$ cat src/rtl/core/fbfl_pkg.sv
// shared constants, codes and types of the fixed block free list allocator
package fbfl_pkg;

   // pool geometry
   localparam int MAX_BLOCKS   = 256;
   localparam int HEADER_BYTES = 4;

   // widths that follow from the pool size
   localparam int ADDR_W = $clog2(MAX_BLOCKS);
   localparam int LINK_W = $clog2(MAX_BLOCKS + 1);

   // field and register widths
   localparam int OP_W      = 2;
   localparam int OFF_W     = 21;
   localparam int SLOT_W    = 9;
   localparam int BLK_W     = 9;
   localparam int DATA_W    = 13;
   localparam int CSR_W     = 13;
   localparam int CSR_IDX_W = 1;

   // stride and derived arithmetic widths
   localparam int STRIDE_W = DATA_W + 1;
   localparam int LIM_W    = LINK_W + STRIDE_W;
   localparam int PROD_W   = LINK_W + STRIDE_W;

   // request opcodes
   localparam logic [OP_W-1:0] OP_ALLOC  = 2'd0;
   localparam logic [OP_W-1:0] OP_FREE   = 2'd1;
   localparam logic [OP_W-1:0] OP_CLEAR  = 2'd2;
   localparam logic [OP_W-1:0] OP_STATUS = 2'd3;

   // register indexes
   localparam logic [CSR_IDX_W-1:0] CSR_BLOCKS = 1'b0;
   localparam logic [CSR_IDX_W-1:0] CSR_DATA   = 1'b1;

   // register reset values
   localparam logic [BLK_W-1:0]  BLOCKS_RESET = 9'd256;
   localparam logic [DATA_W-1:0] DATA_RESET   = 13'd60;

   // result of the free offset check
   typedef struct packed {
      logic              done;
      logic              hit;
      logic [ADDR_W-1:0] index;
   } fbfl_chk_type;

endpackage

$ cat src/rtl/core/fixed_block_free_list_allocator_core.sv
// top level of the fixed block free list allocator
//
// pool of equal blocks chained as a free list through a link ram
// request channel (req_valid/req_ready): opcode and offset to free
//   allocate pops the head block and returns its data offset
//   free checks the offset and pushes the block back on the list
//   clear relinks blocks 0..n-1 in order, status only reports
// response channel (rsp_valid/rsp_ready): ok, block offset, full/empty, free slots
// one request in flight at a time; req_ready is high while idle
// steps from accept to response valid:
//   status and clear respond directly; allocate: link ram read, then multiply
//   free: limit multiply, range test, then the iterative divider at one quotient
//   bit per cycle for log2(MAX_BLOCKS) bits, skipped when the range test fails
// the response register holds its result while the receiver stalls; a new
// request is accepted meanwhile, and its result waits until the slot frees
// reset: link ram reads as i+1 through per-entry valid bits, head and count zero, no
// clearing pass; config write port is plain; user writes idle only, unenforced
module fixed_block_free_list_allocator_core (
   input  logic                            clock,
   input  logic                            reset,
   // request channel
   input  logic                            req_valid,
   output logic                            req_ready,
   input  logic [fbfl_pkg::OP_W-1:0]       req_opcode,
   input  logic [fbfl_pkg::OFF_W-1:0]      req_free_offset,
   // response channel
   output logic                            rsp_valid,
   input  logic                            rsp_ready,
   output logic                            rsp_ok,
   output logic [fbfl_pkg::OFF_W-1:0]      rsp_block_offset,
   output logic                            rsp_pool_full,
   output logic                            rsp_pool_empty,
   output logic [fbfl_pkg::SLOT_W-1:0]     rsp_free_slots,
   // configuration write port
   input  logic                            csr_we,
   input  logic [fbfl_pkg::CSR_IDX_W-1:0]  csr_index,
   input  logic [fbfl_pkg::CSR_W-1:0]      csr_wdata
);
   import fbfl_pkg::*;

   localparam logic [1:0] S_IDLE  = 2'd0;
   localparam logic [1:0] S_ALLOC = 2'd1;
   localparam logic [1:0] S_FREE  = 2'd2;
   localparam logic [1:0] S_RESP  = 2'd3;

   localparam logic [LINK_W-1:0] MAX_N = LINK_W'(MAX_BLOCKS);

   // control and list state
   logic [1:0]            state_ff, state_in;
   logic [LINK_W-1:0]     head_ff,  head_in;
   logic [LINK_W-1:0]     cnt_ff,   cnt_in;
   logic [MAX_BLOCKS-1:0] valid_ff, valid_in;
   logic [OP_W-1:0]       op_ff,    op_in;
   logic                  ok_ff,    ok_in;
   logic [PROD_W-1:0]     prod_ff,  prod_in;

   // configuration registers
   logic [BLK_W-1:0]      blocks_ff, blocks_in;
   logic [DATA_W-1:0]     data_ff,   data_in;

   // response register
   logic                  rsp_valid_ff,  rsp_valid_in;
   logic                  rsp_ok_ff,     rsp_ok_in;
   logic [OFF_W-1:0]      rsp_off_ff,    rsp_off_in;
   logic                  rsp_full_ff,   rsp_full_in;
   logic                  rsp_empty_ff,  rsp_empty_in;
   logic [SLOT_W-1:0]     rsp_slots_ff,  rsp_slots_in;

   // datapath
   logic [LINK_W-1:0]     n_w;
   logic [STRIDE_W-1:0]   stride_w;
   logic                  pool_full_w;
   logic                  ram_re;
   logic                  ram_we;
   logic [LINK_W-1:0]     ram_rdata;
   logic                  chk_start;
   fbfl_chk_type          chk;

   // block count saturated at capacity, stride is data plus header
   assign n_w      = (32'(blocks_ff) > 32'(MAX_BLOCKS)) ? MAX_N : LINK_W'(blocks_ff);
   assign stride_w = STRIDE_W'(data_ff) + STRIDE_W'(HEADER_BYTES);
   assign pool_full_w = (cnt_ff >= n_w);

   // next-link memory, unwritten entries read through valid bits as i+1
   fbfl_ram #(
      .WIDTH (LINK_W),
      .DEPTH (MAX_BLOCKS)
   ) u_link_ram (
      .clock (clock),
      .we    (ram_we),
      .waddr (chk.index),
      .wdata (head_ff),
      .re    (ram_re),
      .raddr (head_ff[ADDR_W-1:0]),
      .rdata (ram_rdata)
   );

   // offset range and stride check for free requests
   fbfl_free_check u_free_check (
      .clock    (clock),
      .reset    (reset),
      .start    (chk_start),
      .offset   (req_free_offset),
      .n_blocks (n_w),
      .stride   (stride_w),
      .result   (chk)
   );

   // configuration writes
   always_comb begin
      blocks_in = blocks_ff;
      data_in   = data_ff;
      if (csr_we) begin
         unique case (csr_index)
            CSR_BLOCKS: blocks_in = csr_wdata[BLK_W-1:0];
            CSR_DATA:   data_in   = csr_wdata[DATA_W-1:0];
         endcase
      end
   end

   // request sequencer
   always_comb begin
      state_in  = state_ff;
      head_in   = head_ff;
      cnt_in    = cnt_ff;
      valid_in  = valid_ff;
      op_in     = op_ff;
      ok_in     = ok_ff;
      prod_in   = prod_ff;
      ram_re    = 1'b0;
      ram_we    = 1'b0;
      chk_start = 1'b0;

      // response slot drains when taken
      rsp_valid_in = rsp_valid_ff && !rsp_ready;
      rsp_ok_in    = rsp_ok_ff;
      rsp_off_in   = rsp_off_ff;
      rsp_full_in  = rsp_full_ff;
      rsp_empty_in = rsp_empty_ff;
      rsp_slots_in = rsp_slots_ff;

      unique case (state_ff)
         S_IDLE: begin
            if (req_valid) begin
               op_in = req_opcode;
               ok_in = 1'b0;
               unique case (req_opcode)
                  OP_ALLOC: begin
                     // fetch the link of the current head
                     ram_re   = 1'b1;
                     state_in = S_ALLOC;
                  end
                  OP_FREE: begin
                     chk_start = 1'b1;
                     state_in  = S_FREE;
                  end
                  OP_CLEAR: begin
                     // blocks below n fall back to their reset link
                     for (int i = 0; i < MAX_BLOCKS; i++) begin
                        if (LINK_W'(i) < n_w) begin
                           valid_in[i] = 1'b0;
                        end
                     end
                     head_in  = '0;
                     cnt_in   = '0;
                     ok_in    = 1'b1;
                     state_in = S_RESP;
                  end
                  OP_STATUS: begin
                     ok_in    = 1'b1;
                     state_in = S_RESP;
                  end
               endcase
            end
         end
         S_ALLOC: begin
            // fails when exhausted or the head lies beyond the pool
            if (!pool_full_w && (head_ff < n_w)) begin
               ok_in   = 1'b1;
               prod_in = PROD_W'(head_ff) * PROD_W'(stride_w);
               head_in = valid_ff[head_ff[ADDR_W-1:0]] ? ram_rdata
                                                       : head_ff + LINK_W'(1);
               cnt_in  = cnt_ff + LINK_W'(1);
            end
            state_in = S_RESP;
         end
         S_FREE: begin
            if (chk.done) begin
               ok_in = chk.hit;
               if (chk.hit) begin
                  // push the block, count saturates at zero
                  ram_we              = 1'b1;
                  valid_in[chk.index] = 1'b1;
                  head_in             = LINK_W'(chk.index);
                  cnt_in              = (cnt_ff == '0) ? '0 : cnt_ff - LINK_W'(1);
               end
               state_in = S_RESP;
            end
         end
         S_RESP: begin
            if (!rsp_valid_ff || rsp_ready) begin
               rsp_valid_in = 1'b1;
               rsp_ok_in    = ok_ff;
               rsp_off_in   = (ok_ff && (op_ff == OP_ALLOC))
                              ? OFF_W'(prod_ff + PROD_W'(HEADER_BYTES)) : '0;
               rsp_full_in  = pool_full_w;
               rsp_empty_in = (cnt_ff == '0);
               rsp_slots_in = pool_full_w ? '0 : SLOT_W'(n_w - cnt_ff);
               state_in     = S_IDLE;
            end
         end
      endcase
   end

   always_ff @(posedge clock) begin
      if (reset) begin
         state_ff     <= S_IDLE;
         head_ff      <= '0;
         cnt_ff       <= '0;
         valid_ff     <= '0;
         blocks_ff    <= BLOCKS_RESET;
         data_ff      <= DATA_RESET;
         rsp_valid_ff <= 1'b0;
      end else begin
         state_ff     <= state_in;
         head_ff      <= head_in;
         cnt_ff       <= cnt_in;
         valid_ff     <= valid_in;
         blocks_ff    <= blocks_in;
         data_ff      <= data_in;
         rsp_valid_ff <= rsp_valid_in;
      end
      op_ff        <= op_in;
      ok_ff        <= ok_in;
      prod_ff      <= prod_in;
      rsp_ok_ff    <= rsp_ok_in;
      rsp_off_ff   <= rsp_off_in;
      rsp_full_ff  <= rsp_full_in;
      rsp_empty_ff <= rsp_empty_in;
      rsp_slots_ff <= rsp_slots_in;
   end

   assign req_ready        = (state_ff == S_IDLE);
   assign rsp_valid        = rsp_valid_ff;
   assign rsp_ok           = rsp_ok_ff;
   assign rsp_block_offset = rsp_off_ff;
   assign rsp_pool_full    = rsp_full_ff;
   assign rsp_pool_empty   = rsp_empty_ff;
   assign rsp_free_slots   = rsp_slots_ff;

`ifndef SYNTH
   // an accepted request always leaves the idle state
   a_accept_busy: assert property (@(posedge clock) disable iff (reset)
      req_valid && req_ready |=> state_ff != S_IDLE)
      else $error("accepted request did not start");

   // the allocated count never passes capacity
   a_cnt_cap: assert property (@(posedge clock) disable iff (reset)
      cnt_ff <= MAX_N)
      else $error("allocated count beyond capacity");

   // a failed request never reports an offset
   a_fail_zero: assert property (@(posedge clock) disable iff (reset)
      rsp_valid_ff && !rsp_ok_ff |-> rsp_off_ff == '0)
      else $error("failed request with nonzero offset");

   // the free check only finishes while a free is outstanding
   a_chk_owner: assert property (@(posedge clock) disable iff (reset)
      chk.done |-> state_ff == S_FREE)
      else $error("free check finished outside a free");
`endif

endmodule

$ cat src/rtl/core/fbfl_ram.sv
// generic single write port ram with registered read
module fbfl_ram #(
   parameter int WIDTH = 8,
   parameter int DEPTH = 16
) (
   input  logic                     clock,
   input  logic                     we,
   input  logic [$clog2(DEPTH)-1:0] waddr,
   input  logic [WIDTH-1:0]         wdata,
   input  logic                     re,
   input  logic [$clog2(DEPTH)-1:0] raddr,
   output logic [WIDTH-1:0]         rdata
);

   logic [WIDTH-1:0] mem_ff [DEPTH];
   logic [WIDTH-1:0] rdata_ff;

   always_ff @(posedge clock) begin
      if (we) begin
         mem_ff[waddr] <= wdata;
      end
      if (re) begin
         rdata_ff <= mem_ff[raddr];
      end
   end

   assign rdata = rdata_ff;

endmodule

$ cat src/rtl/core/fbfl_free_check.sv
// iterative check of a freed offset: range test and restoring division by the stride
module fbfl_free_check (
   input  logic                           clock,
   input  logic                           reset,
   input  logic                           start,
   input  logic [fbfl_pkg::OFF_W-1:0]     offset,
   input  logic [fbfl_pkg::LINK_W-1:0]    n_blocks,
   input  logic [fbfl_pkg::STRIDE_W-1:0]  stride,
   output fbfl_pkg::fbfl_chk_type         result
);
   import fbfl_pkg::*;

   localparam int BIT_W = (ADDR_W > 1) ? $clog2(ADDR_W) : 1;
   localparam int DIV_W = (OFF_W > STRIDE_W + ADDR_W) ? OFF_W : STRIDE_W + ADDR_W;
   localparam int CMP_W = (OFF_W > LIM_W) ? OFF_W : LIM_W;

   localparam logic [2:0] CK_IDLE  = 3'd0;
   localparam logic [2:0] CK_LIMIT = 3'd1;
   localparam logic [2:0] CK_TEST  = 3'd2;
   localparam logic [2:0] CK_DIV   = 3'd3;
   localparam logic [2:0] CK_DONE  = 3'd4;

   logic [2:0]        st_ff,  st_in;
   logic [OFF_W-1:0]  rem_ff, rem_in;
   logic [ADDR_W-1:0] quo_ff, quo_in;
   logic [BIT_W-1:0]  bit_ff, bit_in;
   logic [LIM_W-1:0]  lim_ff, lim_in;
   logic              low_ff, low_in;
   logic              hit_ff, hit_in;

   logic [DIV_W-1:0]  rem_x;
   logic [DIV_W-1:0]  div_x;
   logic              ge;
   logic [OFF_W-1:0]  rem_next;

   // one quotient bit per cycle
   assign rem_x    = DIV_W'(rem_ff);
   assign div_x    = DIV_W'(stride) << bit_ff;
   assign ge       = (rem_x >= div_x);
   assign rem_next = ge ? OFF_W'(rem_x - div_x) : rem_ff;

   always_comb begin
      st_in  = st_ff;
      rem_in = rem_ff;
      quo_in = quo_ff;
      bit_in = bit_ff;
      lim_in = lim_ff;
      low_in = low_ff;
      hit_in = hit_ff;
      unique case (st_ff)
         CK_IDLE: begin
            if (start) begin
               low_in = (offset < OFF_W'(HEADER_BYTES));
               rem_in = offset - OFF_W'(HEADER_BYTES);
               quo_in = '0;
               st_in  = CK_LIMIT;
            end
         end
         CK_LIMIT: begin
            lim_in = LIM_W'(n_blocks) * LIM_W'(stride);
            st_in  = CK_TEST;
         end
         CK_TEST: begin
            bit_in = BIT_W'(ADDR_W - 1);
            if (low_ff || (CMP_W'(rem_ff) >= CMP_W'(lim_ff))) begin
               hit_in = 1'b0;
               st_in  = CK_DONE;
            end else begin
               st_in  = CK_DIV;
            end
         end
         CK_DIV: begin
            rem_in = rem_next;
            if (ge) begin
               quo_in[bit_ff] = 1'b1;
            end
            if (bit_ff == '0) begin
               hit_in = (rem_next == '0);
               st_in  = CK_DONE;
            end else begin
               bit_in = bit_ff - BIT_W'(1);
            end
         end
         CK_DONE: begin
            st_in = CK_IDLE;
         end
         default: begin
            st_in = CK_IDLE;
         end
      endcase
   end

   always_ff @(posedge clock) begin
      if (reset) begin
         st_ff <= CK_IDLE;
      end else begin
         st_ff <= st_in;
      end
      rem_ff <= rem_in;
      quo_ff <= quo_in;
      bit_ff <= bit_in;
      lim_ff <= lim_in;
      low_ff <= low_in;
      hit_ff <= hit_in;
   end

   assign result.done  = (st_ff == CK_DONE);
   assign result.hit   = hit_ff;
   assign result.index = quo_ff;

endmodule

$ cat config.mk
export PLATFORM = sky130hd
export DESIGN_NAME = fixed_block_free_list_allocator_core
export DESIGN_NICKNAME = d
export VERILOG_FILES = /design/src/rtl/core/fbfl_pkg.sv /design/src/rtl/core/fixed_block_free_list_allocator_core.sv /design/src/rtl/core/fbfl_ram.sv /design/src/rtl/core/fbfl_free_check.sv
export SDC_FILE = /design/constraint.sdc
export NUM_CORES = 2
export LEC_CHECK = 0
export ABC_CLOCK_PERIOD_IN_PS = 11900
export BUFFER_PORTS_ARGS = -buffer_cell sky130_fd_sc_hd__buf_4
export CAP_MARGIN = 20
export CORE_MARGIN = 5
export CORE_UTILIZATION = 64
export DETAILED_ROUTE_END_ITERATION = 10
export GPL_TIMING_DRIVEN = 0
export PLACE_DENSITY = 0.76
export SLEW_MARGIN = 15
export SYNTH_ARGS = -nofsm -noshare
export SYNTH_HDL_FRONTEND = slang
export SYNTH_SLANG_ARGS = --single-unit
$ cat constraint.sdc
create_clock -name clock -period 11.9 [get_ports clock]
set_input_delay 2.38 -clock clock [delete_from_list [all_inputs] [get_ports clock]]
set_output_delay 2.38 -clock clock [all_outputs]
set_load 0.1 [all_outputs]
==> metrics list <==
* Total routing resource utilization after global routing: 0.428
- Dividing the detail-routed wire length by the instance count gives 40.4 µm.
- Clock tree skew after final layout: 0.0773 ns
- CP Class: flop to flop
- Buffers inserted during clock tree synthesis total 292.
- At the pin with the least slew margin, the transition time is 1.43 ns.
- Launching element type of the critical path: flop
* RSZ-0062 raised after global routing: false
* Register area share after synthesis: 0.657
- TritonRoute pass-1 iters: 10
* Fraction of layout instances using a drive strength above 1: 0.206
- The later pin in the worst-skew pair is clocked with a latency of 1.00 ns.
- Number of core rows: 159
- For this design, the sink count on the clock tree is 2729.
* Most used cells in the layout excluding fill and tap cells: sky130_fd_sc_hd__edfxtp_1, sky130_fd_sc_hd__mux4_2, sky130_fd_sc_hd__nor2_1
* Data required time at the worst endpoint: 12.61 ns
* Hold Violations, Final: 0
- The final layout contains 8042 nets.
- Post-Place Cells: 9857
- Violated checks: design-rule violations
* Data arrival time of the critical path: 10.84 ns
- Final standard cell count with taps included and fillers excluded: 10410
- Maximum number of pins on one net before global-route repair: 90
* Master cell of the clock root buffer: sky130_fd_sc_hd__clkbuf_16
- The number of max-slew violations in the final report came to 0.
- The library cell used most frequently in the layout, excluding fill and tap cells, is sky130_fd_sc_hd__edfxtp_1.
- Layout filler cell count: 11138
- Measured along the x axis, the die boundary spans 443 µm.
- Run status: complete, but fails checks
- Max rail drop VDD: 0.143 mV
* IO Pins: 77
* Net count after synthesis: 7570
* DRT antenna net count: 0
- The worst path in the final design needs a cycle of 10.13 ns, including I/O delays and setup.
- For this configuration, the core starts out at a cell density of 0.641.
- After the first detailed-routing iteration, the DRC count stood at 13686.
- The worst hold path belongs to the class flop to flop.
- With fillers left out, the area of the finished cells amounts to 135000 µm².
- TritonCTS built the clock tree.
- Seq cells post-synth: 2729
- Syn avg cell area: 16.7 µm²
- Summed over all cells, the static leakage comes to 46.0 nW.
* Worst Path Max Fanout: 51
* Layout Area Growth over Synthesis: 12.3%
- Wire length of the first global-routing pass: 586000 µm
- The worst setup path is captured at a flop.
- Async S/R FF share, synth: 0
- Maximum operating frequency: 98.7 MHz
* Number of synthesized flops with an enable pin: 2427
- Final hold analysis gives a worst-case slack of 0.489 ns.
- The Yosys step of the flow raised 0 warnings.
* Number of H-tree levels: 5
* Via Count: 77780
* Count of endpoints failing setup in the final report: 0
- Power, Total: 22.3 mW
- Hold repair after CTS inserted 0 buffers.
- Post-synthesis cell count: 7206
* Power density normalized to cell area: 165 nW/µm²
- RD Place Congestion: 1.04
* Relative slew margins: 0.0478
* Number of setup buffers added after CTS: 0
- Clock-pin slew was measured on the worst setup and hold paths at 0.06 ns.
- Post-CTS repair changed the size of 0 cells.
- Area post-placement: 126000 µm²
- The longest clock path from root to sink contains 4 buffers.
* Number of global-route vias before repair: 75959
- Final HPWL from detailed placement: 271000 µm
* Number of buffers inserted by port buffering: 76
- Dividing the final minimum period by the clock period gives 0.851.
- The die covers 197000 µm².
- Via count normalized by instance count: 7.47
* Total Negative Setup Slacks: 0 ns
* Count of unique library cells instantiated by Yosys: 70
- The number of antenna violations at the first check in global routing is 35.
* Die height: 443 µm
- Number of DRC violations after detailed routing: 1
* Area of the core region: 187000 µm²
- Final wirelength: 421000 µm
- The total overflow left after global routing is 0.
* Cell area after synthesis: 120000 µm²
- # Max-Cap Violations: 0
* Most used DFF post-synth: sky130_fd_sc_hd__edfxtp_1
-- synth_stat cells, types with 26 or more instances --
cell type	count	area, µm²
sky130_fd_sc_hd__a31oi_1	254	1590
sky130_fd_sc_hd__xor2_1	42	368
sky130_fd_sc_hd__ha_1	151	1890
sky130_fd_sc_hd__nor2b_1	34	213
sky130_fd_sc_hd__dfxtp_1	302	6050
sky130_fd_sc_hd__a211oi_1	234	1760
sky130_fd_sc_hd__inv_1	305	1140
sky130_fd_sc_hd__and2_1	94	588
sky130_fd_sc_hd__and3_1	40	250
sky130_fd_sc_hd__mux2i_1	44	440
sky130_fd_sc_hd__nor2_1	488	1830
sky130_fd_sc_hd__fa_1	171	3420
sky130_fd_sc_hd__clkbuf_1	332	1250
sky130_fd_sc_hd__edfxtp_1	2427	72900
sky130_fd_sc_hd__nand3_1	61	305
sky130_fd_sc_hd__xnor2_1	65	569
sky130_fd_sc_hd__buf_2	68	340
sky130_fd_sc_hd__nor3_1	73	365
sky130_fd_sc_hd__nand2b_1	26	163
sky130_fd_sc_hd__buf_1	54	203
sky130_fd_sc_hd__mux4_2	831	18700
sky130_fd_sc_hd__nand2_1	398	1490
sky130_fd_sc_hd__o21ai_0	116	581
sky130_fd_sc_hd__a21oi_1	282	1410
-- stage by stage --
stage               utilization  setup WS (ns)
floorplan                     -           1.97
global placement          0.661          -4.29
detailed placement        0.670           2.05
CTS                       0.719           2.04
global route              0.720           1.60
finish                    0.721           1.77
-- final timing paths --
path                     start      endpoint  slack (ns)  depth (start not counted)
setup / recovery    head_ff[1]   prod_ff[19]        1.77                         27
setup reg to reg    head_ff[1]   prod_ff[19]        1.77                         27
hold / removal    valid_ff[53]  valid_ff[53]        0.49                          2
hold reg to reg   valid_ff[53]  valid_ff[53]        0.49                          2
-- kinds of logic after synthesis --
family | Yosys count | synth area share
compound gates | 1070 | 0.0566
xor+xnor | 107 | 0.00780
fa+ha+maj | 322 | 0.0442
mux | 880 | 0.160
simple gates | 1310 | 0.0488
flops | 2729 | 0.657
buf+inv | 788 | 0.0263
-- power breakdown --
group	switching, mW	internal, mW
logic	1.95	0.702
registers	0.0695	10.5
clock network	3.87	5.22
-- worst max-delay path, cell delays in order, from the launching register on --
cell and delay (ns):
sky130_fd_sc_hd__dfxtp_4 0.64, sky130_fd_sc_hd__buf_12 0.30, sky130_fd_sc_hd__buf_16 0.28, sky130_fd_sc_hd__buf_2 0.45, sky130_fd_sc_hd__buf_4 0.33, sky130_fd_sc_hd__buf_2 0.29, sky130_fd_sc_hd__buf_2 0.75, sky130_fd_sc_hd__buf_1 0.77
sky130_fd_sc_hd__clkbuf_1 1.04, sky130_fd_sc_hd__buf_1 0.47, sky130_fd_sc_hd__nand2_1 0.16, sky130_fd_sc_hd__fa_1 0.55, sky130_fd_sc_hd__inv_1 0.06, sky130_fd_sc_hd__fa_1 0.45, sky130_fd_sc_hd__ha_1 0.29, sky130_fd_sc_hd__inv_1 0.05
sky130_fd_sc_hd__fa_1 0.58, sky130_fd_sc_hd__inv_1 0.06, sky130_fd_sc_hd__ha_1 0.28, sky130_fd_sc_hd__a21o_1 0.15, sky130_fd_sc_hd__a21oi_1 0.24, sky130_fd_sc_hd__o21ai_0 0.12, sky130_fd_sc_hd__o211a_1 0.16, sky130_fd_sc_hd__a41o_1 0.25
sky130_fd_sc_hd__or4_1 0.47, sky130_fd_sc_hd__a311oi_1 0.27, sky130_fd_sc_hd__o21ai_0 0.15, sky130_fd_sc_hd__xor2_1 0.17
-- flip-flops by register name (all words and copies together), names as in the netlist --
name / count
rsp_pool_full: 1
u_free_check.lim_ff: 23
rsp_block_offset: 21
u_link_ram.mem_ff: 2304
prod_ff: 21
rsp_free_slots: 9
op_ff: 2
state_ff: 2
rsp_ok: 1
u_free_check.low_ff: 1
rsp_valid: 1
u_free_check.bit_ff: 3
head_ff: 9
u_link_ram.rdata: 9
u_free_check.quo_ff: 8
u_free_check.rem_ff: 21
blocks_ff: 9
cnt_ff: 9
u_free_check.st_ff: 3
data_ff: 13
u_free_check.hit_ff: 1
valid_ff: 256
ok_ff: 1
rsp_pool_empty: 1
-- layout make-up --
class / count / area [µm²] / area share
multi-input cells: 3689 / 38300 / 0.283
clock inverters: 136 / 1370 / 0.0101
flip-flops and latches: 2729 / 79000 / 0.585
plain buffers: 478 / 2060 / 0.0153
clock buffers: 365 / 7790 / 0.0577
well taps: 2495 / 3120 / 0.0231
inverters: 310 / 1160 / 0.00862
diodes: 30 / 75.1 / 0.000556
repair buffers: 178 / 2240 / 0.0166
-- routing by layer --
metal | vias up | GRT usage | wire, µm
met1 | 39110 | 0.550 | 138000
met2 | 7519 | 0.622 | 186000
met3 | 1730 | 0.148 | 60700
li1 | 29409 | - | -
met5 | - | 0 | 77
met4 | 12 | 0.290 | 36600
(Power assumes the default switching activity.)
